<file path="src/design/morse_character_keyer_unit_defines.svh">
// ---------------------------------------------------------------------------
// Morse character keyer assertion macros
// Shared concurrent assertion forms, clocked on clock and disabled in reset.
// ---------------------------------------------------------------------------
`ifndef MORSE_CHARACTER_KEYER_UNIT_DEFINES_SVH
`define MORSE_CHARACTER_KEYER_UNIT_DEFINES_SVH

// The consequent must hold in the same cycle as the antecedent.
`define MCK_ASSERT_SAME(label, ante, cons, msg) \
   label: assert property (@(posedge clock) disable iff (reset) (ante) |-> (cons)) \
      else $error(msg);

// The consequent must hold in the cycle after the antecedent.
`define MCK_ASSERT_NEXT(label, ante, cons, msg) \
   label: assert property (@(posedge clock) disable iff (reset) (ante) |=> (cons)) \
      else $error(msg);

`endif

</file>
<file path="src/design/mck_pkg.sv">
// ---------------------------------------------------------------------------
// Morse character keyer package
// Widths, the packed Morse table, segment kinds and controller/datapath types.
// ---------------------------------------------------------------------------
package mck_pkg;

   localparam int unsigned CharWidth  = 8;
   localparam int unsigned UnitWidth  = 8;
   localparam int unsigned UnitsWidth = 2;
   localparam int unsigned TicksWidth = 10;
   localparam int unsigned PatWidth   = 6;
   localparam int unsigned CountWidth = 3;
   localparam int unsigned TableSize  = 43;
   localparam int unsigned TableIdxW  = 6;

   localparam logic [UnitWidth-1:0] UnitLengthReset = 8'd20;

   localparam logic [CharWidth-1:0] CharDash   = 8'd45;
   localparam logic [CharWidth-1:0] CharDot    = 8'd46;
   localparam logic [CharWidth-1:0] TableFirst = 8'd48;
   localparam logic [CharWidth-1:0] TableLast  = 8'd90;

   localparam logic [CountWidth-1:0] PuncCount   = 3'd6;
   localparam logic [PatWidth-1:0]   DashPattern = 6'h21;
   localparam logic [PatWidth-1:0]   DotPattern  = 6'h15;

   localparam logic [UnitsWidth-1:0] UnitsDit   = 2'd1;
   localparam logic [UnitsWidth-1:0] UnitsClose = 2'd2;
   localparam logic [UnitsWidth-1:0] UnitsDah   = 2'd3;

   // Low three bits give the element count, the bits above give the elements,
   // first element most significant, a one meaning dah.
   localparam logic [7:0] MorseTable [0:TableSize-1] = '{
      8'hFD, 8'h7D, 8'h3D, 8'h1D, 8'h0D, 8'h05, 8'h85, 8'hC5, 8'hE5, 8'hF5,
      8'h00, 8'h00, 8'h00, 8'h00, 8'h00, 8'h00, 8'h00,
      8'h0A, 8'h44, 8'h54, 8'h23, 8'h01, 8'h14, 8'h33, 8'h04, 8'h02, 8'h3C,
      8'h2B, 8'h24, 8'h1A, 8'h12, 8'h3B, 8'h34, 8'h6C, 8'h13, 8'h03, 8'h09,
      8'h0B, 8'h0C, 8'h1B, 8'h4C, 8'h5C, 8'h64
   };

   typedef struct packed {
      logic [CountWidth-1:0] count;
      logic [PatWidth-1:0]   pattern;
   } mck_code_type;

   typedef enum logic [1:0] {
      SEG_TONE  = 2'd0,
      SEG_GAP   = 2'd1,
      SEG_CLOSE = 2'd2
   } mck_seg_type;

   typedef struct packed {
      logic        load_char;
      logic        load_seg;
      mck_seg_type seg;
   } mck_cmd_type;

   typedef struct packed {
      logic new_empty;
      logic count_zero;
   } mck_sts_type;

   function automatic mck_code_type mck_lookup(input logic [CharWidth-1:0] c);
      mck_code_type           code;
      logic [7:0]             entry;
      logic [TableIdxW-1:0]   idx;
      code  = '0;
      idx   = TableIdxW'(c - TableFirst);
      entry = MorseTable[idx];
      if (c == CharDash) begin
         code.count   = PuncCount;
         code.pattern = DashPattern;
      end else if (c == CharDot) begin
         code.count   = PuncCount;
         code.pattern = DotPattern;
      end else if (c >= TableFirst && c <= TableLast) begin
         code.count   = entry[2:0];
         code.pattern = {1'b0, entry[7:3]};
      end
      return code;
   endfunction

endpackage

</file>
<file path="src/design/mck_intf.sv">
// ---------------------------------------------------------------------------
// Morse character keyer channel interfaces
// Valid/ready channels for characters, segments and the unit length write.
// ---------------------------------------------------------------------------
interface mck_req_if;
   logic       valid;
   logic       ready;
   logic [7:0] character;
   modport source (output valid, output character, input ready);
   modport sink   (input valid, input character, output ready);
endinterface

interface mck_rsp_if;
   logic       valid;
   logic       ready;
   logic       tone_on;
   logic [1:0] length_units;
   logic [9:0] length_ticks;
   logic       last_segment;
   modport source (output valid, output tone_on, output length_units,
                   output length_ticks, output last_segment, input ready);
   modport sink   (input valid, input tone_on, input length_units,
                   input length_ticks, input last_segment, output ready);
endinterface

interface mck_csr_if;
   logic       valid;
   logic       ready;
   logic [7:0] data;
   modport source (output valid, output data, input ready);
   modport sink   (input valid, input data, output ready);
endinterface

</file>
<file path="src/design/mck_datapath.sv">
// ---------------------------------------------------------------------------
// Morse character keyer datapath
// Holds the unit length, the element pattern and the segment output register.
// ---------------------------------------------------------------------------
module mck_datapath (
   input  logic                                 clock,
   input  logic                                 reset,
   input  mck_pkg::mck_cmd_type                 cmd,
   output mck_pkg::mck_sts_type                 sts,
   input  logic [mck_pkg::CharWidth-1:0]        character,
   input  logic                                 csr_we,
   input  logic [mck_pkg::UnitWidth-1:0]        csr_data,
   output logic                                 tone_on,
   output logic [mck_pkg::UnitsWidth-1:0]       length_units,
   output logic [mck_pkg::TicksWidth-1:0]       length_ticks,
   output logic                                 last_segment
);
   import mck_pkg::*;

   logic [UnitWidth-1:0]  unit_ff, unit_in;
   logic [CountWidth-1:0] count_ff, count_in;
   logic [PatWidth-1:0]   pattern_ff, pattern_in;
   logic                  tone_ff, tone_in;
   logic [UnitsWidth-1:0] units_ff, units_in;
   logic [TicksWidth-1:0] ticks_ff, ticks_in;
   logic                  last_ff, last_in;
   mck_code_type          code;
   logic                  dah;

   assign code = mck_lookup(character);
   assign dah  = pattern_ff[count_ff - 3'd1];

   always_comb begin
      unit_in    = csr_we ? csr_data : unit_ff;
      count_in   = count_ff;
      pattern_in = pattern_ff;
      tone_in    = tone_ff;
      units_in   = units_ff;
      last_in    = last_ff;
      if (cmd.load_char) begin
         count_in   = code.count;
         pattern_in = code.pattern;
      end
      if (cmd.load_seg) begin
         case (cmd.seg)
            SEG_TONE: begin
               tone_in  = 1'b1;
               units_in = dah ? UnitsDah : UnitsDit;
               last_in  = 1'b0;
               count_in = count_ff - 3'd1;
            end
            SEG_GAP: begin
               tone_in  = 1'b0;
               units_in = UnitsDit;
               last_in  = 1'b0;
            end
            default: begin
               tone_in  = 1'b0;
               units_in = UnitsClose;
               last_in  = 1'b1;
            end
         endcase
      end
   end

   // Ticks are the unit length times one, two or three: shifts and one add.
   always_comb begin
      case (units_in)
         UnitsDit:   ticks_in = {2'b00, unit_ff};
         UnitsClose: ticks_in = {1'b0, unit_ff, 1'b0};
         UnitsDah:   ticks_in = {2'b00, unit_ff} + {1'b0, unit_ff, 1'b0};
         default:    ticks_in = '0;
      endcase
   end

   always_ff @(posedge clock) begin
      if (reset) begin
         unit_ff <= UnitLengthReset;
      end else begin
         unit_ff <= unit_in;
      end
   end

   always_ff @(posedge clock) begin
      count_ff   <= count_in;
      pattern_ff <= pattern_in;
      tone_ff    <= tone_in;
      units_ff   <= units_in;
      last_ff    <= last_in;
      if (cmd.load_seg) begin
         ticks_ff <= ticks_in;
      end
   end

   assign sts.new_empty  = (code.count == 3'd0);
   assign sts.count_zero = (count_ff == 3'd0);

   assign tone_on      = tone_ff;
   assign length_units = units_ff;
   assign length_ticks = ticks_ff;
   assign last_segment = last_ff;

endmodule

</file>
<file path="src/design/mck_controller.sv">
// ---------------------------------------------------------------------------
// Morse character keyer controller
// Sequences tone, element gap and closing gap segments, owns output valid.
// ---------------------------------------------------------------------------
`include "morse_character_keyer_unit_defines.svh"

module mck_controller (
   input  logic                  clock,
   input  logic                  reset,
   input  logic                  req_valid,
   output logic                  req_ready,
   output logic                  rsp_valid,
   input  logic                  rsp_ready,
   output mck_pkg::mck_cmd_type  cmd,
   input  mck_pkg::mck_sts_type  sts
);
   import mck_pkg::*;

   typedef enum logic [3:0] {
      ST_IDLE  = 4'b0001,
      ST_TONE  = 4'b0010,
      ST_GAP   = 4'b0100,
      ST_CLOSE = 4'b1000
   } mck_state_type;

   mck_state_type state_ff, state_in;
   logic          rsp_valid_ff, rsp_valid_in;
   logic          accept;
   logic          slot_free;

   assign req_ready = (state_ff == ST_IDLE);
   assign accept    = req_valid && req_ready;
   assign slot_free = !rsp_valid_ff || rsp_ready;

   always_comb begin
      state_in      = state_ff;
      rsp_valid_in  = rsp_valid_ff && !rsp_ready;
      cmd.load_char = 1'b0;
      cmd.load_seg  = 1'b0;
      cmd.seg       = SEG_CLOSE;
      unique case (state_ff)
         ST_IDLE: begin
            if (accept) begin
               cmd.load_char = 1'b1;
               state_in      = sts.new_empty ? ST_CLOSE : ST_TONE;
            end
         end
         ST_TONE: begin
            cmd.seg = SEG_TONE;
            if (slot_free) begin
               cmd.load_seg = 1'b1;
               rsp_valid_in = 1'b1;
               state_in     = ST_GAP;
            end
         end
         ST_GAP: begin
            cmd.seg = SEG_GAP;
            if (slot_free) begin
               cmd.load_seg = 1'b1;
               rsp_valid_in = 1'b1;
               state_in     = sts.count_zero ? ST_CLOSE : ST_TONE;
            end
         end
         ST_CLOSE: begin
            cmd.seg = SEG_CLOSE;
            if (slot_free) begin
               cmd.load_seg = 1'b1;
               rsp_valid_in = 1'b1;
               state_in     = ST_IDLE;
            end
         end
         default: begin
            state_in = ST_IDLE;
         end
      endcase
   end

   always_ff @(posedge clock) begin
      if (reset) begin
         state_ff     <= ST_IDLE;
         rsp_valid_ff <= 1'b0;
      end else begin
         state_ff     <= state_in;
         rsp_valid_ff <= rsp_valid_in;
      end
   end

   assign rsp_valid = rsp_valid_ff;

   `MCK_ASSERT_NEXT(a_accept_leaves_idle, accept, state_ff != ST_IDLE, "accept did not start sequence")
   `MCK_ASSERT_NEXT(a_close_ends_char, state_ff == ST_CLOSE && slot_free, state_ff == ST_IDLE && rsp_valid_ff, "closing gap did not end character")
   `MCK_ASSERT_NEXT(a_stall_freezes, state_ff != ST_IDLE && rsp_valid_ff && !rsp_ready, $stable(state_ff), "sequencer moved during stall")
   `MCK_ASSERT_SAME(a_no_seg_idle, state_ff == ST_IDLE, !cmd.load_seg, "segment loaded while idle")

endmodule

</file>
<file path="src/design/morse_character_keyer_unit.sv">
// ---------------------------------------------------------------------------
// Morse character keyer unit
// Turns one ASCII character into its Morse keying as a run of segments.
// ---------------------------------------------------------------------------
// The req_ch channel takes one character per word. Digits, upper-case letters,
// '-' and '.' are keyed; any other code yields only the closing gap.
// The rsp_ch channel returns one segment per word: tone flag, length in units,
// length in ticks (units times the unit length) and a last mark set on the
// closing two-unit gap. Each element gives a tone segment and a one-unit gap.
// The csr_ch channel writes the 8-bit unit length, which is always ready and
// should only be written while no character is in flight.
// A character with n elements yields 2n+1 segments. Once the character is
// accepted, the sequencer moves to its tone or closing state and from there
// loads one segment per cycle while the receiver does not stall; a character
// has at most six elements.
// The sequencer emits each segment into a single output register. A new
// character is accepted once the closing gap has been loaded, even while
// that segment still waits to be taken.
// When the receiver stalls, the output register holds its segment and the
// sequencer waits. Reset is synchronous and active high; it empties the output
// register, returns the sequencer to idle and sets the unit length to 20.
// ---------------------------------------------------------------------------
module morse_character_keyer_unit (
   input logic        clock,
   input logic        reset,
   mck_req_if.sink    req_ch,
   mck_rsp_if.source  rsp_ch,
   mck_csr_if.sink    csr_ch
);
   import mck_pkg::*;

   mck_cmd_type cmd;
   mck_sts_type sts;

   // The unit length register takes every write at once.
   assign csr_ch.ready = 1'b1;

   // The controller owns the handshakes and the segment order.
   mck_controller u_controller (
      .clock     (clock),
      .reset     (reset),
      .req_valid (req_ch.valid),
      .req_ready (req_ch.ready),
      .rsp_valid (rsp_ch.valid),
      .rsp_ready (rsp_ch.ready),
      .cmd       (cmd),
      .sts       (sts)
   );

   // The datapath looks up the character and forms each segment word.
   mck_datapath u_datapath (
      .clock        (clock),
      .reset        (reset),
      .cmd          (cmd),
      .sts          (sts),
      .character    (req_ch.character),
      .csr_we       (csr_ch.valid),
      .csr_data     (csr_ch.data),
      .tone_on      (rsp_ch.tone_on),
      .length_units (rsp_ch.length_units),
      .length_ticks (rsp_ch.length_ticks),
      .last_segment (rsp_ch.last_segment)
   );

endmodule

</file>
<file path="src/flat_wrapper.sv">
// flat-port wrapper written by rule: the top's interface ports become plain ports
module morse_character_keyer_unit_flat import mck_pkg::*;
  (clock, reset, req_ch_valid, req_ch_character, req_ch_ready, rsp_ch_valid, rsp_ch_tone_on, rsp_ch_length_units, rsp_ch_length_ticks, rsp_ch_last_segment, rsp_ch_ready, csr_ch_valid, csr_ch_data, csr_ch_ready);
  mck_req_if req_ch_i ();
  mck_rsp_if rsp_ch_i ();
  mck_csr_if csr_ch_i ();
  input logic clock;
  input logic reset;
  input wire logic [$bits(req_ch_i.valid)-1:0] req_ch_valid;
  input wire logic [$bits(req_ch_i.character)-1:0] req_ch_character;
  output wire logic [$bits(req_ch_i.ready)-1:0] req_ch_ready;
  output wire logic [$bits(rsp_ch_i.valid)-1:0] rsp_ch_valid;
  output wire logic [$bits(rsp_ch_i.tone_on)-1:0] rsp_ch_tone_on;
  output wire logic [$bits(rsp_ch_i.length_units)-1:0] rsp_ch_length_units;
  output wire logic [$bits(rsp_ch_i.length_ticks)-1:0] rsp_ch_length_ticks;
  output wire logic [$bits(rsp_ch_i.last_segment)-1:0] rsp_ch_last_segment;
  input wire logic [$bits(rsp_ch_i.ready)-1:0] rsp_ch_ready;
  input wire logic [$bits(csr_ch_i.valid)-1:0] csr_ch_valid;
  input wire logic [$bits(csr_ch_i.data)-1:0] csr_ch_data;
  output wire logic [$bits(csr_ch_i.ready)-1:0] csr_ch_ready;
  assign req_ch_i.valid = req_ch_valid;
  assign req_ch_i.character = req_ch_character;
  assign req_ch_ready = req_ch_i.ready;
  assign rsp_ch_valid = rsp_ch_i.valid;
  assign rsp_ch_tone_on = rsp_ch_i.tone_on;
  assign rsp_ch_length_units = rsp_ch_i.length_units;
  assign rsp_ch_length_ticks = rsp_ch_i.length_ticks;
  assign rsp_ch_last_segment = rsp_ch_i.last_segment;
  assign rsp_ch_i.ready = rsp_ch_ready;
  assign csr_ch_i.valid = csr_ch_valid;
  assign csr_ch_i.data = csr_ch_data;
  assign csr_ch_ready = csr_ch_i.ready;
  morse_character_keyer_unit u_core (.clock(clock), .reset(reset), .req_ch(req_ch_i), .rsp_ch(rsp_ch_i), .csr_ch(csr_ch_i));
endmodule
</file>
<file path="config.mk">
export PLATFORM = sky130hd
export DESIGN_NAME = morse_character_keyer_unit_flat
export DESIGN_NICKNAME = d
export VERILOG_FILES = /design/src/design/mck_pkg.sv /design/src/design/mck_intf.sv /design/src/design/mck_datapath.sv /design/src/design/mck_controller.sv /design/src/design/morse_character_keyer_unit.sv /design/src/flat_wrapper.sv
export VERILOG_INCLUDE_DIRS = /design/src /design/src/design
export SDC_FILE = /design/constraint.sdc
export NUM_CORES = 1
export LEC_CHECK = 0
export ABC_AREA = 1
export ABC_CLOCK_PERIOD_IN_PS = 1900
export BUFFER_PORTS_ARGS = -buffer_cell sky130_fd_sc_hd__clkbuf_2
export CAP_MARGIN = 10
export CORE_UTILIZATION = 40
export DETAILED_ROUTE_END_ITERATION = 16
export PLACE_DENSITY_LB_ADDON = 0.12
export SLEW_MARGIN = 0
export SYNTH_ARGS = -nofsm -noshare
export SYNTH_HDL_FRONTEND = slang
export SYNTH_SLANG_ARGS = --single-unit
</file>
<file path="constraint.sdc">
create_clock -name clock -period 1.9 [get_ports clock]
set_input_delay 0.475 -clock clock [delete_from_list [all_inputs] [get_ports clock]]
set_output_delay 0.475 -clock clock [all_outputs]
set_load 0.005 [all_outputs]
</file>
==> results of run 1 <==
timing repair:
item / 4_1_cts / 5_1_grt
setup buffers: 0 / 3
pin swaps: 1 / 8
endpoints found under the setup margin: 2 / 9
gates resized for setup: 3 / 20
cell usage after synthesis, drive strengths merged:
library cell,number,share of area (%)
or3,1,0.23
o22ai,1,0.23
inv,50,7.4
a311oi,1,0.33
nand4,3,0.70
fa,1,0.75
clkinv,1,0.14
edfxtp,18,20
o21bai,1,0.28
ha,19,8.9
o311ai,1,0.33
buf,4,1.2
a2bb2oi,1,0.33
nor3,2,0.80
o211ai,2,0.75
a31oi,2,1.0
dfxtp,18,13
o21ai,20,3.7
conb,1,0.14
nor2,48,9.0
o2111ai,2,0.66
clkbuf,1,0.14
nand3,34,8.9
xor2,3,0.98
a22oi,1,0.28
a211oi,1,0.28
or2,5,1.2
nand2,82,13
a21oi,24,4.6
cells by family (layout without fill, tap and decap cells):
| logic type | after synthesis | in the layout | share of synthesized area, % |
|---|---|---|---|
| buffers and inverters | 56 | 131 | 8.85 |
| DFF | 36 | 36 | 33.7 |
| and+or+nand+nor | 175 | 175 | 33.8 |
| other | 1 | 1 | 0.140 |
| xor gates and xnor gates | 3 | 3 | 0.983 |
| adders and majority gates | 20 | 20 | 9.64 |
| AOI/OAI and AO/OA | 57 | 57 | 12.9 |
sequential cells by signal, indices dropped and copies added (netlist names):
register	count
u_core.u_controller.rsp_valid	1
u_core.u_controller.state_ff	4
u_core.u_datapath.count_ff	3
u_core.u_datapath.last_segment	1
u_core.u_datapath.length_ticks	10
u_core.u_datapath.length_units	2
u_core.u_datapath.pattern_ff	6
u_core.u_datapath.tone_on	1
u_core.u_datapath.unit_ff	8
power by group:
group / leakage (nW) / switching [mW] / internal [mW]
combinational: 1.30 / 0.912 / 0.724
sequential: 0.319 / 0.0924 / 1.01
clock: 0.0479 / 0.293 / 0.256
total: 1.66 / 1.30 / 1.99
worst paths after layout:
check	start	endpoint	slack (ns)	cells after the start
setup / recovery	u_core.u_datapath.unit_ff[1]$_SDFFE_PP0P_	u_core.u_datapath.length_ticks[6]$_DFFE_PN_	0.06	11
hold / removal	csr_ch_data[2]	u_core.u_datapath.unit_ff[2]$_SDFFE_PP1P_	0.40	3
setup reg to reg	u_core.u_datapath.unit_ff[1]$_SDFFE_PP0P_	u_core.u_datapath.length_ticks[6]$_DFFE_PN_	0.06	11
hold reg to reg	u_core.u_controller.state_ff[3]$_SDFFE_PP0P_	u_core.u_controller.state_ff[3]$_SDFFE_PP0P_	0.52	2
cell type report:
cell class                      instances  area share [%]
Clock inverter                          3           0.560
Clock buffer                            5            2.05
Timing Repair Buffer                   72            13.8
Multi-Input combinational cell        256            47.4
Inverter                               51            6.16
Tap cell                               77            2.88
Sequential cell                        36            27.1
through the flow:
step / total power, mW / setup TNS (ns) / util [%]
finish: 3.29 / 0 / 52.4
CTS: 3.10 / 0 / 51.2
detailed placement: 2.55 / -0.250 / 49.7
global route: 3.55 / -0.274 / 52.4
global placement: 2.53 / -0.108 / 49.7
floorplan: 2.16 / 0 / -
worst min-delay path, stage by stage:
cell      delay (ns)
clkbuf_2        0.08
nand2_1         0.04
nand3_1         0.06
layer usage:
layer / wire length (um) / GRT usage [%] / vias to the layer above
met5: 0 / 0 / -
met1: 2600 / 19.5 / 1087
met2: 3060 / 34.2 / 35
li1: - / - / 1284
met3: 144 / 2.97 / 10
met4: 86 / 5.55 / 0
==> results.yml, run 1 <==
sta:
  max_freq_mhz: 543
  postLayoutSetupSlackWorst_ns: 0.0569
  rsz0062_at_grt: "true"
  final_period_minus_worst_setup_slack_ns: 1.84
  final_number_of_hold_violating_endpoints: 0
  timing.final.crit_share_pct: 97.0
  clock_skew_ns: 0.0136
  report.final.setup_viol: 0
  holdWs_ns: 0.405
  timing.final.max_slew_violations: 0
routing:
  drt-wirelength-per-cell_um: 11.8
  drc: 0
  drtIter0Drc: 62
  routed_wirelength_um: 5890
  post_drt_via_cell_ratio: 4.83
  detail-route-antenna-nets: 0
  first_pass_iters: 4
  routed-via-count: 2416
floorplan:
  boundaryPins: 38
  die_width_um: 83.7
  num_rows: 29
  die_height_um: 83.7
  placeableCoreArea_mm2: 0.00639
  die_area_mm2: 0.00701
  start_util_pct: 41.8
critical_path:
  timing.setup.critical_path_class: "register to register"
  critPathBufInv: 2
  timing.critical_path.max_delay_family: "simple AND/OR/NAND/NOR gates"
  timing.critical_path.to_type: "register"
  cpPeakStageDelay_ns: 0.34
  worst_ep_required_time_ns: 1.95
  critical_path.startpoint_type: "register"
  worstPathMaxFanout: 4
  critical-path-top-cell-by-count: "nand3_2"
  critical_path_arrival_ns: 1.89
  critical_path.cell_chain: "buf_4 > buf_4 > ha_1 > nand3_2 > nand2_2 > nand2_2 > nand2_1 > a21oi_1 > or2_4 > nand3_2 > nand3_2"
  crit_slowest_cell: "dfxtp_2"
placed_design:
  placement.cell_area_mm2: 0.00317
  dpl.cell_count: 489
  post-place-ws_ns: -0.0823
  gpl.final_weighted_congestion: 0.934
  place.detailed.hpwl_um: 4790
  io_buffer_count: 36
cts:
  cts_tree: "done"
  cts_root_buffer: "clkbuf_8"
  cts_made_buffers: 5
  clock_path_buffers: 2
  clock_insertion_delay_worst_skew_ns: 0.29
  cts.clk_slew.worst_paths_ns: 0.08
  clk_sinks: 36
  htree_levels: 2
  cts_hold_repair.buffers: 0
pwr:
  vdd_drop_max_mv: 0.761
  p_per_area_mw_per_mm2: 981
  power.static_leakage_nw: 1.66
logic_synthesis:
  yosys_warnings: 0
  synth-seq-area-share_pct: 33.7
  ys_ff_latch: 36
  syn-mean-instance-area_um2: 7.68
  synth_cell_type_count: 47
  netlist_area_mm2: 0.00267
  post_synth_net_total: 389
  syn-instance-count: 348
layout:
  final_area_mm2: 0.00335
  mostFrequentLayoutCells: "nand2_1, inv_1, nor2_1, clkbuf_2, buf_4"
  syn_to_final_growth_pct: 25.3
  fin_cells: 500
  num-fill-cells: 618
  insertedDiodeCount: 0
  drive_gt1_share_pct: 35.7
  regArea_um2: 907
  multi_input_area_mm2: 0.00159
  finalNetCount: 463
  commonest_non_fill_non_tap_cell_in_the_layout: "nand2_1"
grt:
  grt_pass1_vias: 2345
  grt_antenna_before_repair: 0
  grt_max_degree: 13
  grt_usage_pct: 17.7
  first_pass_grt_wire_length_um: 10000
  globalRouteOverflowTotal: 0
run_status:
  status: "complete, no violations"
min_path:
  timing.hold.worst.class: "input port to register"
flow_run:
  cap_violations: 0
Power figures use the tool's default switching activity.
==> run 2, diff against run 1 <==
--- a/config.mk
+++ b/config.mk
@@ -13,6 +13,7 @@
 export CORE_UTILIZATION = 40
 export DETAILED_ROUTE_END_ITERATION = 16
 export PLACE_DENSITY_LB_ADDON = 0.12
+export RECOVER_POWER = 100
 export SLEW_MARGIN = 0
 export SYNTH_ARGS = -nofsm -noshare
 export SYNTH_HDL_FRONTEND = slang
==> run 2 against run 1 <==
Against the previous run:
- clock power is essentially flat
- setup slack lost 0.00052 ns
- hold slack is essentially flat
- global-route usage is the same
- sequential share of layout area grew 0.27 points
- flip-flop and latch count is the same
- first-iteration DRC count grew 11%
- die area is the same
==> results.yml, run 2 (synthesis gave the netlist of run 1 again) <==
layout:
  largest_reg_flops: 10
  syn_to_final_growth_pct: 24.1
  mostFrequentLayoutCells: "nand2_1, nor2_1, inv_1"
  insertedDiodeCount: 0
  fin_cells: 500
  final_area_mm2: 0.00332
  finalNetCount: 463
  commonest_non_fill_non_tap_cell_in_the_layout: "nand2_1"
  post-route-util_pct: 51.9
  drive_gt1_share_pct: 32.9
sta:
  max_freq_mhz: 542
  rsz0062_at_grt: "true"
  setup-tns-final_ns: 0
  clock_skew_ns: 0.0136
  timing.final.max_slew_violations: 0
  timing.final.crit_share_pct: 97.0
  final_number_of_hold_violating_endpoints: 0
  report.final.setup_viol: 0
  postLayoutSetupSlackWorst_ns: 0.0564
  holdWs_ns: 0.405
  final_period_minus_worst_setup_slack_ns: 1.84
critical_path:
  timing.critical_path.to_type: "register"
  rrSetupSlack_ns: 0.06
  regToRegEndpoint: "u_core.u_datapath.length_ticks[6]$_DFFE_PN_"
  reg2regPathDepth: 11
  critical_path.startpoint_type: "register"
  worstSetupStartpoint: "u_core.u_datapath.unit_ff[1]$_SDFFE_PP0P_"
  timing.setup.critical_path_class: "register to register"
  critical_path.endpoint: "u_core.u_datapath.length_ticks[6]$_DFFE_PN_"
  worst_ep_required_time_ns: 1.95
  rr_startpoint: "u_core.u_datapath.unit_ff[1]$_SDFFE_PP0P_"
  critical_path_arrival_ns: 1.89
  worstPathMaxFanout: 4
routing:
  drt-wirelength-per-cell_um: 11.8
  post_drt_via_cell_ratio: 4.84
  drc: 0
  routed-via-count: 2420
  first_pass_iters: 4
  detail-route-antenna-nets: 0
  drtIter0Drc: 69
  routed_wirelength_um: 5890
floorplan:
  die_area_mm2: 0.00701
  boundaryPins: 38
  die_width_um: 83.7
  num_rows: 29
  start_util_pct: 41.8
  die_height_um: 83.7
  placeableCoreArea_mm2: 0.00639
pwr:
  power.static_leakage_nw: 1.64
  vdd_drop_max_mv: 0.732
  p_per_area_mw_per_mm2: 979
  post_layout_power_mw: 3.25
cts:
  htree_levels: 2
  clock_insertion_delay_worst_skew_ns: 0.29
  cts_made_buffers: 5
  clock_path_buffers: 2
  clk_sinks: 36
  cts.clk_slew.worst_paths_ns: 0.08
  cts_tree: "done"
  cts_root_buffer: "clkbuf_8"
  cts_hold_repair.buffers: 0
min_path:
  timing.hold.worst.class: "input port to register"
placed_design:
  post-place-ws_ns: -0.0823
  placement.cell_area_mm2: 0.00317
  dpl.cell_count: 489
  io_buffer_count: 36
  place.detailed.hpwl_um: 4790
  gpl.final_weighted_congestion: 0.934
grt:
  globalRouteOverflowTotal: 0
  grt_pass1_vias: 2345
  grt_antenna_before_repair: 0
  grt_usage_pct: 17.7
  first_pass_grt_wire_length_um: 10000
  grt_max_degree: 13
run_status:
  status: "complete, no violations"
flow_run:
  cap_violations: 0
[run 2: worst min-delay path by stage]
stage / from / to / slack [ns] / depth (start not counted)
2_1_floorplan: u_core.u_controller.state_ff[3]$_SDFFE_PP0P_ / u_core.u_controller.state_ff[3]$_SDFFE_PP0P_ / 0.46 / 2
3_3_place_gp: u_core.u_controller.state_ff[3]$_SDFFE_PP0P_ / u_core.u_controller.state_ff[3]$_SDFFE_PP0P_ / 0.48 / 2
3_5_place_dp: u_core.u_datapath.count_ff[2]$_DFF_P_ / u_core.u_datapath.count_ff[2]$_DFF_P_ / 0.50 / 2
4_1_cts: reset / u_core.u_controller.state_ff[1]$_SDFFE_PP0P_ / 0.40 / 2
5_1_grt: reset / u_core.u_controller.state_ff[1]$_SDFFE_PP0P_ / 0.40 / 2
6_report: csr_ch_data[2] / u_core.u_datapath.unit_ff[2]$_SDFFE_PP1P_ / 0.40 / 3
[run 2: timing repair]
item,4_1_cts,5_1_grt
hold endpoints to repair,0,0
buffers inserted,0,3
pin swaps,1,8
gates resized for setup,3,20
setup endpoints to repair,2,9
[run 2: layout make-up]
cell class	instances	area [um2]
fillers	629	3070
repair buffers	72	453
inverters	51	206
clock buffers	5	68.8
flip-flops and latches	36	907
clock inverters	3	18.8
well taps	77	96.3
multi-input cells	256	1570
[run 2: critical path: stages, from the launching register on]
cell and delay [ns]:
dfxtp_2 0.34, buf_4 0.14, buf_4 0.12, ha_1 0.28
nand3_2 0.09, nand2_2 0.10, nand2_2 0.06, nand2_1 0.06
a21oi_1 0.07, or2_4 0.23, nand3_2 0.07, nand3_2 0.05
[run 2: where the power goes]
group          leakage (nW)  switching (mW)  internal (mW)
registers             0.319          0.0862           1.01
clock network        0.0479           0.291          0.256
logic                  1.28           0.905          0.698
total                  1.64            1.28           1.96
[run 2: per-layer routing]
| metal | wire (um) | vias to the layer above | track usage [%] |
|---|---|---|---|
| met4 | 89 | 0 | 5.55 |
| met3 | 168 | 10 | 2.97 |
| li1 | - | 1285 | - |
| met2 | 3060 | 46 | 34.2 |
| met5 | 0 | - | 0 |
| met1 | 2570 | 1079 | 19.5 |
==> run 3, diff against run 2 <==
--- a/config.mk
+++ b/config.mk
@@ -6,7 +6,6 @@
 export SDC_FILE = /design/constraint.sdc
 export NUM_CORES = 1
 export LEC_CHECK = 0
-export ABC_AREA = 1
 export ABC_CLOCK_PERIOD_IN_PS = 1900
 export BUFFER_PORTS_ARGS = -buffer_cell sky130_fd_sc_hd__clkbuf_2
 export CAP_MARGIN = 10
==> run 3 against run 2 <==
Against the previous run:
- the run now ends with setup timing left
- non-clock buffer count up 39
- critical path depth down 2
- via count up 4.4%
- hold slack worse by 0.0043 ns
- global-route usage up 2.0 points
- flip-flop and latch count unchanged
- setup slack worse by 0.34 ns
- count of clock-buffer cells in the layout unchanged
- sequential share of layout area down 2.3 points
- core utilization up 7.3 points
- final cell count down 4.2%
- register-to-register slack worse by 0.34 ns
- critical endpoint unchanged
==> results.yml, run 3 <==
run_status:
  status: "finished, violations left"
  failing_checks: "setup timing"
layout:
  final_area_mm2: 0.00361
  post-route-util_pct: 59.3
  mostFrequentLayoutCells: "buf_4, nor2_1, clkbuf_2"
  commonest_non_fill_non_tap_cell_in_the_layout: "buf_4"
  regArea_um2: 906
  syn_to_final_growth_pct: 39.2
  insertedDiodeCount: 0
  drive_gt1_share_pct: 35.1
  num-fill-cells: 576
  multi_input_area_mm2: 0.00172
  finalNetCount: 444
  largest_reg_flops: 10
routing:
  drtIter0Drc: 126
  post_drt_via_cell_ratio: 5.28
  routed-via-count: 2527
  routed_wirelength_um: 6490
  detail-route-antenna-nets: 0
  drc: 0
  first_pass_iters: 4
  drt-wirelength-per-cell_um: 13.6
sta:
  report.final.setup_viol: 13
  rsz0062_at_grt: "true"
  relSlewSlack_pct: 61.6
  final_number_of_hold_violating_endpoints: 0
  max_freq_mhz: 458
  final_period_minus_worst_setup_slack_ns: 2.18
  postLayoutSetupSlackWorst_ns: -0.282
  timing.final.max_slew_violations: 0
  worst-slew-pin-transition_ns: 0.577
  timing.final.crit_share_pct: 115
  clock_skew_ns: 0.00622
logic_synthesis:
  post_synth_mux_area_share_pct: 4.34
  syn-instance-count: 299
  async_flop_share_pct: 0
  synth_top_area_cells: "edfxtp_1, dfxtp_1, ha_1, nor2_1, a21oi_1"
  synth_top_family_by_area: "compound AO/OA/AOI/OAI gates"
  synth_xor_xnor_area_share_pct: 2.70
  syn-mean-instance-area_um2: 8.68
  post_synth_fa_ha_maj_area_fraction_pct: 9.93
  netlist_area_mm2: 0.00259
  synth_top_area_cell: "edfxtp_1"
  area_fraction_in_compound_gates_after_synthesis_pct: 24.8
  post_synth_net_total: 340
  synth_simple_gate_area_share_pct: 18.7
  synth_top_cell_area_share_pct: 20.8
  yosys_warnings: 0
  synth-seq-area-share_pct: 34.7
  main_synth_ff_type: "edfxtp_1"
  synth_cell_type_count: 57
  synth.top_cells.by_count: "nor2_1, nand2_1, a21oi_1, ha_1, o21ai_0"
  synth.most_common_cell: "nor2_1"
  number_of_flops_mapped_to_enable_cells_by_yosys: 18
  ys_ff_latch: 36
min_path:
  holdCritStartpoint: "csr_ch_data[4]"
  timing.hold.worst_path_depth: 2
  timing.hold.worst.class: "input port to register"
  whs_endpoint: "u_core.u_datapath.unit_ff[4]$_SDFFE_PP1P_"
grt:
  grt_max_degree: 16
  grt_antenna_before_repair: 0
  globalRouteOverflowTotal: 0
  first_pass_grt_wire_length_um: 10300
  grt_pass1_vias: 2319
  grt_usage_pct: 19.8
critical_path:
  critical_path.startpoint_type: "register"
  timing.critical_path.to_type: "register"
  timing.setup.critical_path_class: "register to register"
  worstPathMaxFanout: 6
  worst_ep_required_time_ns: 1.94
  cpPeakStageDelay_ns: 0.34
  critical-path-top-cell-by-count: "nor2_4"
  rr_startpoint: "u_core.u_datapath.count_ff[0]$_DFF_P_"
  timing.critical_path.max_delay_family: "compound AO/OA/AOI/OAI gates"
  critical_path.cell_chain: "inv_2 > ha_4 > mux4_2 > and2_4 > o21a_4 > buf_6 > nor2_4 > nor2_4 > a211o_1"
  critical_path_arrival_ns: 2.22
  crit_slowest_cell: "dfxtp_2"
  rrSetupSlack_ns: -0.28
  regToRegEndpoint: "u_core.u_datapath.length_ticks[6]$_DFFE_PN_"
  reg2regPathDepth: 9
  critPathBufInv: 2
floorplan:
  start_util_pct: 42.6
  num_rows: 28
  boundaryPins: 38
  die_width_um: 82.5
  die_area_mm2: 0.00681
  placeableCoreArea_mm2: 0.00610
  die_height_um: 82.5
cts:
  cts_root_buffer: "clkbuf_8"
  clk_sinks: 36
  cts_tree: "done"
  htree_levels: 2
  clock_insertion_delay_worst_skew_ns: 0.28
  cts_hold_repair.buffers: 0
  cts_made_buffers: 5
  clock_path_buffers: 2
  cts.clk_slew.worst_paths_ns: 0.07
placed_design:
  placement.cell_area_mm2: 0.00345
  post-place-ws_ns: -0.360
  place.detailed.hpwl_um: 4980
  gpl.final_weighted_congestion: 0.875
  io_buffer_count: 36
pwr:
  vdd_drop_max_mv: 0.344
  power.static_leakage_nw: 1.53
  p_per_area_mw_per_mm2: 671
flow_run:
  cap_violations: 0
[run 3: changes by cell type in the layout (fill, tap and decap cells not counted), sizes merged, moves of 5 or more]
cell,change
mux2i,+9
buf,+38
nor2b,+7
nor4,+5
nand2,-59
nor2,-11
a221oi,+5
nand3,-32
nand2b,+6
a21o,+5
inv,-35
[run 3: what timing repair did]
action                     4_1_cts  5_1_grt
pin swaps                        5        6
setup buffers                    1        2
setup endpoints to repair        9       12
resized for setup                6       17
[run 3: routing by layer]
layer | routed length, um | vias to the layer above | global-route usage (%)
met5 | 0 | - | 0
met4 | 29 | 0 | 4.14
met3 | 205 | 4 | 3.41
met2 | 3060 | 61 | 33.9
met1 | 3200 | 1160 | 25.9
li1 | - | 1302 | -
[run 3: worst max-delay path by stage]
stage / slack (ns) / endpoint / cells past startpoint / from
after global placement: -0.29 / u_core.u_datapath.length_ticks[6]$_DFFE_PN_ / 8 / u_core.u_datapath.count_ff[0]$_DFF_P_
final: -0.28 / u_core.u_datapath.length_ticks[6]$_DFFE_PN_ / 9 / u_core.u_datapath.count_ff[0]$_DFF_P_
after CTS: -0.30 / u_core.u_datapath.length_ticks[6]$_DFFE_PN_ / 9 / u_core.u_datapath.count_ff[0]$_DFF_P_
after detailed placement: -0.36 / u_core.u_datapath.length_ticks[6]$_DFFE_PN_ / 8 / u_core.u_datapath.count_ff[0]$_DFF_P_
after global routing: -0.35 / u_core.u_datapath.length_ticks[6]$_DFFE_PN_ / 9 / u_core.u_datapath.count_ff[0]$_DFF_P_
after floorplan: -0.28 / u_core.u_datapath.length_ticks[6]$_DFFE_PN_ / 8 / u_core.u_datapath.count_ff[0]$_DFF_P_
[run 3: cell type report]
cell class,instances,area share [%]
Multi-Input combinational cell,232,47.6
Sequential cell,36,25.1
Inverter,17,1.91
Tap cell,75,2.60
Timing Repair Buffer,111,19.8
Clock buffer,5,1.91
Clock inverter,3,1.18
[run 3: stage by stage]
step,cells,hold slack (ns),total power [mW],setup TNS (ns)
floorplan,299,0.504,1.38,-1.21
global placement,468,0.530,1.69,-2.60
detailed placement,468,0.528,1.70,-2.81
CTS,477,0.394,2.39,-1.89
global route,479,0.387,2.56,-4.32
finish,479,0.400,2.42,-2.00
[run 3: logic make-up after synthesis]
group | count (synthesis)
other | 1
AND/OR/NAND/NOR | 100
multiplexers | 10
adder cells (fa/ha/maj) | 20
AO/OA/AOI/OAI | 93
flip-flops | 36
buffers and inverters | 31
XOR/XNOR | 8
[run 3: report_power, final]
group / total [mW] / switching [mW] / internal (mW)
sequential: 0.913 / 0.0398 / 0.873
clock: 0.664 / 0.276 / 0.388
combinational: 0.847 / 0.407 / 0.439
total: 2.42 / 0.723 / 1.70
